## src/clmd_pkg.sv

```systemverilog
package clmd_pkg;

    localparam int DEF_LENGTH_BITS = 24;
    localparam int MAX_LEN_W       = 24;
    localparam logic [MAX_LEN_W-1:0] MAX_LEN_RESET = '1;

    localparam logic [3:0] TAG_LEN  = 4'd15;
    localparam logic [3:0] TAG_LAST = 4'd14;
    localparam logic [2:0] TERM_LEN = 3'd4;

    localparam logic [7:0] CH_TAB   = 8'h09;
    localparam logic [7:0] CH_LF    = 8'h0A;
    localparam logic [7:0] CH_CR    = 8'h0D;
    localparam logic [7:0] CH_SPACE = 8'h20;
    localparam logic [7:0] CH_PLUS  = 8'h2B;
    localparam logic [7:0] CH_ZERO  = 8'h30;
    localparam logic [7:0] CH_NINE  = 8'h39;

    typedef enum logic [2:0] {
        PH_HEADER = 3'b001,
        PH_BODY   = 3'b010,
        PH_SKIP   = 3'b100
    } clmd_phase_t;

    typedef enum logic [5:0] {
        VS_NONE   = 6'b000001,
        VS_LEAD   = 6'b000010,
        VS_SIGN   = 6'b000100,
        VS_DIGITS = 6'b001000,
        VS_TRAIL  = 6'b010000,
        VS_BAD    = 6'b100000
    } clmd_vstate_t;

    typedef enum logic [1:0] {
        KIND_BODY    = 2'd0,
        KIND_EMPTY   = 2'd1,
        KIND_MISSING = 2'd2,
        KIND_OVER    = 2'd3
    } clmd_kind_t;

    typedef struct packed {
        clmd_kind_t kind;
        logic [7:0] body_byte;
        logic       last;
    } clmd_result_t;

    // Text of the length tag, one character per position.
    function automatic logic [7:0] tag_char(input logic [3:0] idx);
        logic [7:0] c;
        unique case (idx)
            4'd0:    c = 8'h43; // C
            4'd1:    c = 8'h6F; // o
            4'd2:    c = 8'h6E; // n
            4'd3:    c = 8'h74; // t
            4'd4:    c = 8'h65; // e
            4'd5:    c = 8'h6E; // n
            4'd6:    c = 8'h74; // t
            4'd7:    c = 8'h2D; // -
            4'd8:    c = 8'h4C; // L
            4'd9:    c = 8'h65; // e
            4'd10:   c = 8'h6E; // n
            4'd11:   c = 8'h67; // g
            4'd12:   c = 8'h74; // t
            4'd13:   c = 8'h68; // h
            4'd14:   c = 8'h3A; // :
            default: c = 8'h00;
        endcase
        return c;
    endfunction

endpackage

```

## src/clmd_input_stage.sv

```systemverilog
module clmd_input_stage
    import clmd_pkg::*;
(
    input  logic       aclk,
    input  logic       aresetn,
    input  logic       s_tvalid,
    output logic       s_tready,
    input  logic [7:0] s_tdata,
    input  logic       advance,
    output logic       in_valid,
    output logic [7:0] in_byte
);

    logic       valid_reg;
    logic [7:0] byte_reg;

    // Take a new word whenever the held one is empty or being consumed.
    assign s_tready = !valid_reg || advance;
    assign in_valid = valid_reg;
    assign in_byte  = byte_reg;

    always_ff @(posedge aclk) begin
        if (!aresetn) begin
            valid_reg <= 1'b0;
        end else if (s_tready) begin
            valid_reg <= s_tvalid;
        end
    end

    always_ff @(posedge aclk) begin
        if (s_tvalid && s_tready) begin
            byte_reg <= s_tdata;
        end
    end

endmodule

```

## src/clmd_core.sv

```systemverilog
module clmd_core
    import clmd_pkg::*;
#(
    parameter int LENGTH_BITS = DEF_LENGTH_BITS
) (
    input  logic                 aclk,
    input  logic                 aresetn,
    input  logic                 cfg_wr_en,
    input  logic [MAX_LEN_W-1:0] cfg_wr_data,
    input  logic                 advance,
    input  logic [7:0]           in_byte,
    output logic                 res_valid,
    output clmd_result_t         res
);

    localparam int AW = LENGTH_BITS + 1;
    localparam int PW = LENGTH_BITS + 4;
    localparam int CW = (AW > MAX_LEN_W) ? AW : MAX_LEN_W;

    logic [MAX_LEN_W-1:0]   max_len_reg;
    clmd_phase_t            phase_reg, phase_next;
    logic [3:0]             tag_idx_reg, tag_idx_next;
    logic [1:0]             term_cnt_reg, term_cnt_next;
    clmd_vstate_t           vs_reg, vs_next;
    logic [AW-1:0]          acc_reg, acc_next;
    logic                   seen_reg, seen_next;
    logic [LENGTH_BITS-1:0] rem_reg, rem_next;

    logic                   is_space, is_digit;
    logic [3:0]             digit;
    logic [AW-1:0]          acc_digit, acc_first;
    logic [PW-1:0]          prod, prod_first;
    logic [2:0]             term_new;
    logic [AW-1:0]          len_v;
    logic                   seen_v;
    logic [LENGTH_BITS-1:0] rem_dec;
    logic                   restart;
    clmd_phase_t            load_phase;
    logic [LENGTH_BITS-1:0] load_rem;

    assign is_space = (in_byte == CH_SPACE) || (in_byte >= CH_TAB && in_byte <= CH_CR);
    assign is_digit = (in_byte >= CH_ZERO) && (in_byte <= CH_NINE);
    assign digit    = 4'(in_byte - CH_ZERO);

    // acc * 10 + digit, saturating at 2^LENGTH_BITS
    assign prod = (PW'(acc_reg[LENGTH_BITS-1:0]) << 3) + (PW'(acc_reg[LENGTH_BITS-1:0]) << 1)
                + PW'(digit);
    assign prod_first = PW'(digit);
    always_comb begin
        if (acc_reg[LENGTH_BITS]) begin
            acc_digit = acc_reg;
        end else if (|prod[PW-1:LENGTH_BITS]) begin
            acc_digit = {1'b1, {LENGTH_BITS{1'b0}}};
        end else begin
            acc_digit = prod[AW-1:0];
        end
    end
    assign acc_first = prod_first[AW-1:0];

    // Terminator progress on CR LF CR LF
    always_comb begin
        if (term_cnt_reg == 2'd0 || term_cnt_reg == 2'd2) begin
            term_new = (in_byte == CH_CR) ? 3'(term_cnt_reg) + 3'd1 : 3'd0;
        end else if (in_byte == CH_LF) begin
            term_new = 3'(term_cnt_reg) + 3'd1;
        end else begin
            term_new = (in_byte == CH_CR) ? 3'd1 : 3'd0;
        end
    end

    assign rem_dec = rem_reg - LENGTH_BITS'(1);

    always_comb begin
        phase_next    = phase_reg;
        tag_idx_next  = tag_idx_reg;
        term_cnt_next = term_cnt_reg;
        vs_next       = vs_reg;
        acc_next      = acc_reg;
        seen_next     = seen_reg;
        rem_next      = rem_reg;
        restart       = 1'b0;
        load_phase    = PH_HEADER;
        load_rem      = '0;
        res_valid     = 1'b0;
        res           = '0;
        len_v         = acc_reg;
        seen_v        = seen_reg;

        unique case (phase_reg)
            PH_BODY: begin
                res_valid     = 1'b1;
                res.kind      = KIND_BODY;
                res.body_byte = in_byte;
                rem_next      = rem_dec;
                if (rem_dec == '0) begin
                    res.last = 1'b1;
                    restart  = 1'b1;
                end
            end
            PH_SKIP: begin
                rem_next = rem_dec;
                if (rem_dec == '0) begin
                    restart = 1'b1;
                end
            end
            default: begin
                term_cnt_next = term_new[1:0];
                if (in_byte == CH_LF) begin
                    // Close the line; the first tagged line fixes the length.
                    if (vs_reg != VS_NONE && !seen_reg) begin
                        if (vs_reg != VS_DIGITS && vs_reg != VS_TRAIL) begin
                            len_v = '0;
                        end
                        seen_v = 1'b1;
                    end
                    tag_idx_next = '0;
                    vs_next      = VS_NONE;
                    acc_next     = len_v;
                    seen_next    = seen_v;
                    if (term_new == TERM_LEN) begin
                        restart   = 1'b1;
                        res.last  = 1'b1;
                        res_valid = 1'b1;
                        if (!seen_v) begin
                            res.kind = KIND_MISSING;
                        end else if (CW'(len_v) > CW'(max_len_reg)) begin
                            res.kind = KIND_OVER;
                            if (!len_v[LENGTH_BITS]) begin
                                load_phase = PH_SKIP;
                                load_rem   = len_v[LENGTH_BITS-1:0];
                            end
                        end else if (len_v == '0) begin
                            res.kind = KIND_EMPTY;
                        end else begin
                            res_valid  = 1'b0;
                            load_phase = PH_BODY;
                            load_rem   = len_v[LENGTH_BITS-1:0];
                        end
                    end
                end else if (vs_reg != VS_NONE) begin
                    unique case (vs_reg)
                        VS_LEAD: begin
                            if (is_digit) begin
                                acc_next = acc_first;
                                vs_next  = VS_DIGITS;
                            end else if (in_byte == CH_PLUS) begin
                                vs_next = VS_SIGN;
                            end else if (!is_space) begin
                                vs_next = VS_BAD;
                            end
                        end
                        VS_SIGN: begin
                            if (is_digit) begin
                                acc_next = acc_first;
                                vs_next  = VS_DIGITS;
                            end else begin
                                vs_next = VS_BAD;
                            end
                        end
                        VS_DIGITS: begin
                            if (is_digit) begin
                                acc_next = acc_digit;
                            end else if (is_space) begin
                                vs_next = VS_TRAIL;
                            end else begin
                                vs_next = VS_BAD;
                            end
                        end
                        VS_TRAIL: begin
                            if (!is_space) begin
                                vs_next = VS_BAD;
                            end
                        end
                        default: begin
                            vs_next = VS_BAD;
                        end
                    endcase
                end else if (tag_idx_reg < TAG_LEN) begin
                    if (in_byte == tag_char(tag_idx_reg)) begin
                        tag_idx_next = tag_idx_reg + 4'd1;
                        if (tag_idx_reg == TAG_LAST && !seen_reg) begin
                            vs_next  = VS_LEAD;
                            acc_next = '0;
                        end
                    end else begin
                        tag_idx_next = TAG_LEN;
                    end
                end
            end
        endcase

        if (restart) begin
            phase_next    = load_phase;
            tag_idx_next  = '0;
            term_cnt_next = '0;
            vs_next       = VS_NONE;
            acc_next      = '0;
            seen_next     = 1'b0;
            rem_next      = load_rem;
        end
    end

    always_ff @(posedge aclk) begin
        if (!aresetn) begin
            max_len_reg <= MAX_LEN_RESET;
        end else if (cfg_wr_en) begin
            max_len_reg <= cfg_wr_data;
        end
    end

    always_ff @(posedge aclk) begin
        if (!aresetn) begin
            phase_reg    <= PH_HEADER;
            tag_idx_reg  <= '0;
            term_cnt_reg <= '0;
            vs_reg       <= VS_NONE;
            acc_reg      <= '0;
            seen_reg     <= 1'b0;
            rem_reg      <= '0;
        end else if (advance) begin
            phase_reg    <= phase_next;
            tag_idx_reg  <= tag_idx_next;
            term_cnt_reg <= term_cnt_next;
            vs_reg       <= vs_next;
            acc_reg      <= acc_next;
            seen_reg     <= seen_next;
            rem_reg      <= rem_next;
        end
    end

endmodule

```

## src/clmd_output_stage.sv

```systemverilog
module clmd_output_stage
    import clmd_pkg::*;
(
    input  logic         aclk,
    input  logic         aresetn,
    input  logic         load,
    input  clmd_result_t res,
    output logic         free,
    output logic         m_tvalid,
    input  logic         m_tready,
    output logic [7:0]   m_tdata,
    output logic [1:0]   m_tuser,
    output logic         m_tlast
);

    logic         valid_reg;
    clmd_result_t res_reg;

    // Room for a new result when empty or when the held one leaves now.
    assign free     = !valid_reg || m_tready;
    assign m_tvalid = valid_reg;
    assign m_tdata  = res_reg.body_byte;
    assign m_tuser  = res_reg.kind;
    assign m_tlast  = res_reg.last;

    always_ff @(posedge aclk) begin
        if (!aresetn) begin
            valid_reg <= 1'b0;
        end else if (load) begin
            valid_reg <= 1'b1;
        end else if (m_tready) begin
            valid_reg <= 1'b0;
        end
    end

    always_ff @(posedge aclk) begin
        if (load) begin
            res_reg <= res;
        end
    end

endmodule

```

## src/content_length_message_deframer_top.sv

```systemverilog
// Path: a word accepted into the input register is parsed when it advances; its result word,
// if any, is loaded into the output register at that same edge and is then driven on m_*.
// Throughput: one input word per cycle while the result register is free (m_tready stalls it).
// Reset: aresetn is synchronous, active low; it empties both stages, returns the parser to
// the start of a header line and sets max_body_length to its largest value.
module content_length_message_deframer_top
    import clmd_pkg::*;
#(
    parameter int LENGTH_BITS = DEF_LENGTH_BITS
) (
    input  logic                 aclk,
    input  logic                 aresetn,
    // configuration: max_body_length
    input  logic                 cfg_wr_en,
    input  logic [MAX_LEN_W-1:0] cfg_wr_data,
    // input stream
    input  logic                 s_tvalid,
    output logic                 s_tready,
    input  logic [7:0]           s_tdata,   // [7:0] data_byte
    // result stream
    output logic                 m_tvalid,
    input  logic                 m_tready,
    output logic [7:0]           m_tdata,   // [7:0] body_byte
    output logic [1:0]           m_tuser,   // [1:0] kind
    output logic                 m_tlast    // last_of_message
);

    logic         in_valid;
    logic [7:0]   in_byte;
    logic         out_free;
    logic         advance;
    logic         res_valid;
    clmd_result_t res;

    // Advance the parser whenever a word is held and the result register can take
    // whatever it produces; words that produce nothing still need the slot free,
    // which keeps the control simple and costs nothing at full rate.
    assign advance = in_valid && out_free;

    // Hold the accepted byte in a register so the parser sees a registered input.
    clmd_input_stage u_in (
        .aclk     (aclk),
        .aresetn  (aresetn),
        .s_tvalid (s_tvalid),
        .s_tready (s_tready),
        .s_tdata  (s_tdata),
        .advance  (advance),
        .in_valid (in_valid),
        .in_byte  (in_byte)
    );

    // Header tag match, terminator search, length parse and body count.
    clmd_core #(
        .LENGTH_BITS (LENGTH_BITS)
    ) u_core (
        .aclk        (aclk),
        .aresetn     (aresetn),
        .cfg_wr_en   (cfg_wr_en),
        .cfg_wr_data (cfg_wr_data),
        .advance     (advance),
        .in_byte     (in_byte),
        .res_valid   (res_valid),
        .res         (res)
    );

    // Result register: decouples the parser from a stalled downstream.
    clmd_output_stage u_out (
        .aclk     (aclk),
        .aresetn  (aresetn),
        .load     (advance && res_valid),
        .res      (res),
        .free     (out_free),
        .m_tvalid (m_tvalid),
        .m_tready (m_tready),
        .m_tdata  (m_tdata),
        .m_tuser  (m_tuser),
        .m_tlast  (m_tlast)
    );

endmodule
```

## config.mk

```make
export PLATFORM = sky130hd
export DESIGN_NAME = content_length_message_deframer_top
export DESIGN_NICKNAME = d
export VERILOG_FILES = /design/src/clmd_pkg.sv /design/src/clmd_input_stage.sv /design/src/clmd_core.sv /design/src/clmd_output_stage.sv /design/src/content_length_message_deframer_top.sv
export SDC_FILE = /design/constraint.sdc
export NUM_CORES = 1
export LEC_CHECK = 0
export ABC_AREA = 1
export BUFFER_PORTS_ARGS = -buffer_cell sky130_fd_sc_hd__buf_2
export CAP_MARGIN = 25
export CORE_MARGIN = 2
export CORE_UTILIZATION = 35
export CTS_CLUSTER_SIZE = 12
export DETAILED_ROUTE_END_ITERATION = 10
export PLACE_DENSITY_LB_ADDON = 0.15
export SLEW_MARGIN = 20
export SYNTH_ARGS = -nofsm -noshare
export SYNTH_HDL_FRONTEND = slang
export SYNTH_SLANG_ARGS = --single-unit
```

## constraint.sdc

```tcl
create_clock -name aclk -period 5.3 [get_ports aclk]
set_input_delay 1.06 -clock aclk [delete_from_list [all_inputs] [get_ports aclk]]
set_output_delay 1.06 -clock aclk [all_outputs]
set_load 0.02 [all_outputs]
```

==> run_results.csv <==
group,metric,value,unit
outcome,outcome,"completed",
grt,grt_max_degree,62,
pwr,total_leakage_power,0.00524,µW
yosys,synth_common_cells,"nand2_1 (306), nor2_1 (199), inv_1 (158)",
worst_setup_path,cp.arrival,4.82,ns
route,drt_iter0_drc,770,
clock_network,cts.clk_slew.worst_paths,0.06,ns
yosys,yosys_register_bits,117,
layout,fin_util,39.6,%
place,placed_area,0.00971,mm²
clock_network,cts_resized,0,
grt,gr-total-overflow,0,
timing,slew_headroom,28.9,%
timing,worst_pin_slew,1.07,ns
grt,grt_pass1_vias,8405,
route,via_count,9152,
timing,finalCritPeriodShare,84.1,%
timing,rsz0062_at_grt,"false",
layout,layout-drive-gt1-share,8.93,%
pwr,power.density,309,mW/mm²
clock_network,postCtsSetupRepairBufs,0,
route,wl_met3,1600,µm
yosys,synthArstFlopShare,0,%
grt,grt_pass1_wl,46200,µm
layout,area_growth,11.6,%
clock_network,cts_sinks,117,
floorplanning,io_pins,50,
route,drtAntennaViolNets,0,
yosys,synth.distinct_cells,46,
hold_path,min_path_type,"reg2reg",
timing,fin_skew,0.0183,ns
place,portBuffers,49,
yosys,synth_edf_count,19,
yosys,synthesis.nets,1533,
clock_network,numCtsBuffers,17,
pwr,ir_drop,0.179,mV
layout,antenna_cells,0,
worst_setup_path,critPathLaunchType,"flip-flop",
timing,period_needed,4.46,ns
route,met1_length,14600,µm
layout,nets,1565,
yosys,synth_top_area_share,21.3,%
worst_setup_path,cp_max_fo,18,
clock_network,clock_latency,0.43,ns
route,route.met2.wl,12500,µm
route,post_drt_wl_per_cell,16.3,µm
floorplanning,die_w,166,µm
route,drc,0,
layout,final_area,0.0103,mm²
yosys,yosysMostFrequentCell,"nand2_1",
floorplanning,start_util,35.5,%
job,maxCapViolations,0,
yosys,syn_area,0.00919,mm²
timing,layout_setup_ws,0.842,ns
timing,slew_viol_final,0,
yosys,ys_seq_area_share,27.6,%
route,wirelength,29200,µm
yosys,synth_top_area_cell,"dfxtp_1",
timing,setup_violations,0,
yosys,syn_area_per_cell,6.51,µm²
yosys,synthTopCellsByArea,"dfxtp_1 (21%), nand2_1 (12%), ha_1 (11%), nor2_1 (8.1%), a21oi_1 (7.4%)",
layout,largest_register_ffs,25,
yosys,synth-main-ff-cell,"dfxtp_1",
grt,grt_usage,21.0,%
route,vias_per_cell,5.11,
worst_setup_path,endpoint_kind,"flip-flop",
timing,finalHoldViolations,0,
yosys,synth_warnings,0,
clock_network,cts_root_buf,"clkbuf_16",
place,finalWeightedCongestion,0.897,
floorplanning,core_region_area,0.0259,mm²
clock_network,clockBufferDepth,2,
route,drt_first_pass_iters,5,
floorplanning,num_rows,59,
grt,antenna_found_initial,0,
timing,max_freq,224,MHz
clock_network,hold_buffers,0,
clock_network,htreeDepth,4,
worst_setup_path,cp.required,5.66,ns
worst_setup_path,criticalPathCategory,"reg2reg",
timing,tns,0,ns
route,highest_layer,"met4",
place,dp_slack,0.825,ns
place,hpwl,22700,µm
clock_network,cts_tree,"built",
floorplanning,die-area,0.0276,mm²
floorplanning,die_h,166,µm
yosys,postSynthCellCount,1411,
==> report_power, final <==
group	leakage (µW)	internal, µW	switching [µW]
sequential	0.000960	988	87.3
clock	0.000257	607	479
combinational	0.00402	325	687
total	0.00524	1920	1250
==> stage by stage <==
step	hold slack, ns	power, µW	instances
6_report	0.469	3170	1791
5_1_grt	0.497	3370	1791
4_1_cts	0.472	3180	1791
3_5_place_dp	0.466	2090	1759
3_3_place_gp	0.456	2090	1759
2_1_floorplan	0.435	1800	1411
==> metal layers <==
layer,vias up,track usage (%)
met4,0,6.01
met1,4156,30.2
met3,27,4.29
li1,4743,-
met5,-,0
met2,226,31.9
==> layout by cell type, fill, tap and decap left out, types with 3 or more instances in the layout <==
cell,synthesis,final
nand2_1,306,306
nor2_1,199,199
inv_1,158,158
a21oi_1,135,135
o21ai_0,108,108
dfxtp_1,98,98
ha_1,83,83
nand3_1,80,80
buf_2,7,49
nand4_1,27,27
xor2_1,19,19
edfxtp_1,19,19
clkbuf_16,0,17
nor2_2,13,13
nand3b_1,13,13
xnor2_1,12,12
nand2_2,11,11
a31oi_1,11,11
nor3_1,10,10
a21o_1,10,10
inv_2,8,8
nor4_1,6,6
inv_6,0,6
buf_4,2,6
clkinv_1,3,4
nor2_4,4,4
clkinvlp_4,0,4
o41ai_1,3,3
a21boi_0,3,3
o21ai_1,3,3
o21a_1,3,3
o2111ai_1,3,3
==> worst max-delay path: stages (launching register included) <==
cell	delay, ns
edfxtp_1	0.51
inv_1	0.18
fa_1	0.56
inv_1	0.07
fa_1	0.44
nand2_1	0.07
inv_1	0.04
o21ai_0	0.24
nand2_1	0.16
a21o_1	0.23
nand2_1	0.08
nand3_1	0.12
xor2_1	0.16
nor2_1	0.41
nand3_1	0.20
clkinv_1	0.39
nand3b_1	0.19
a21oi_1	0.19
nor2_1	0.05
nor2_1	0.09
==> cell type report <==
| class | count | area, µm² |
|---|---|---|
| clock buffers | 17 | 425 |
| clock inverters | 15 | 120 |
| fillers | 2810 | 15700 |
| well taps | 335 | 419 |
| inverters | 170 | 641 |
| repair buffers | 55 | 290 |
| flip-flops and latches | 117 | 2530 |
| multi-input cells | 1082 | 5830 |
==> cells by family (layout without fill, tap and decap cells) <==
logic type / count (synthesis) / after routing / share of synthesized area [%]
and+or+nand+nor: 677 / 677 / 31.8
DFF: 117 / 117 / 27.6
AOI/OAI and AO/OA: 289 / 289 / 17.0
xor gates and xnor gates: 31 / 31 / 2.95
buffers and inverters: 212 / 257 / 9.03
adders and majority gates: 85 / 85 / 11.7
==> final timing paths <==
kind         cells after the start             startpoint                    end  slack [ns]
max                             19        u_in.in_byte[3]     u_core.acc_reg[20]        0.84
min                              2  u_core.max_len_reg[0]  u_core.max_len_reg[0]        0.47
max reg2reg                     19        u_in.in_byte[3]     u_core.acc_reg[20]        0.84
min reg2reg                      2  u_core.max_len_reg[0]  u_core.max_len_reg[0]        0.47
Note: power is estimated with default switching activity, not from simulation.
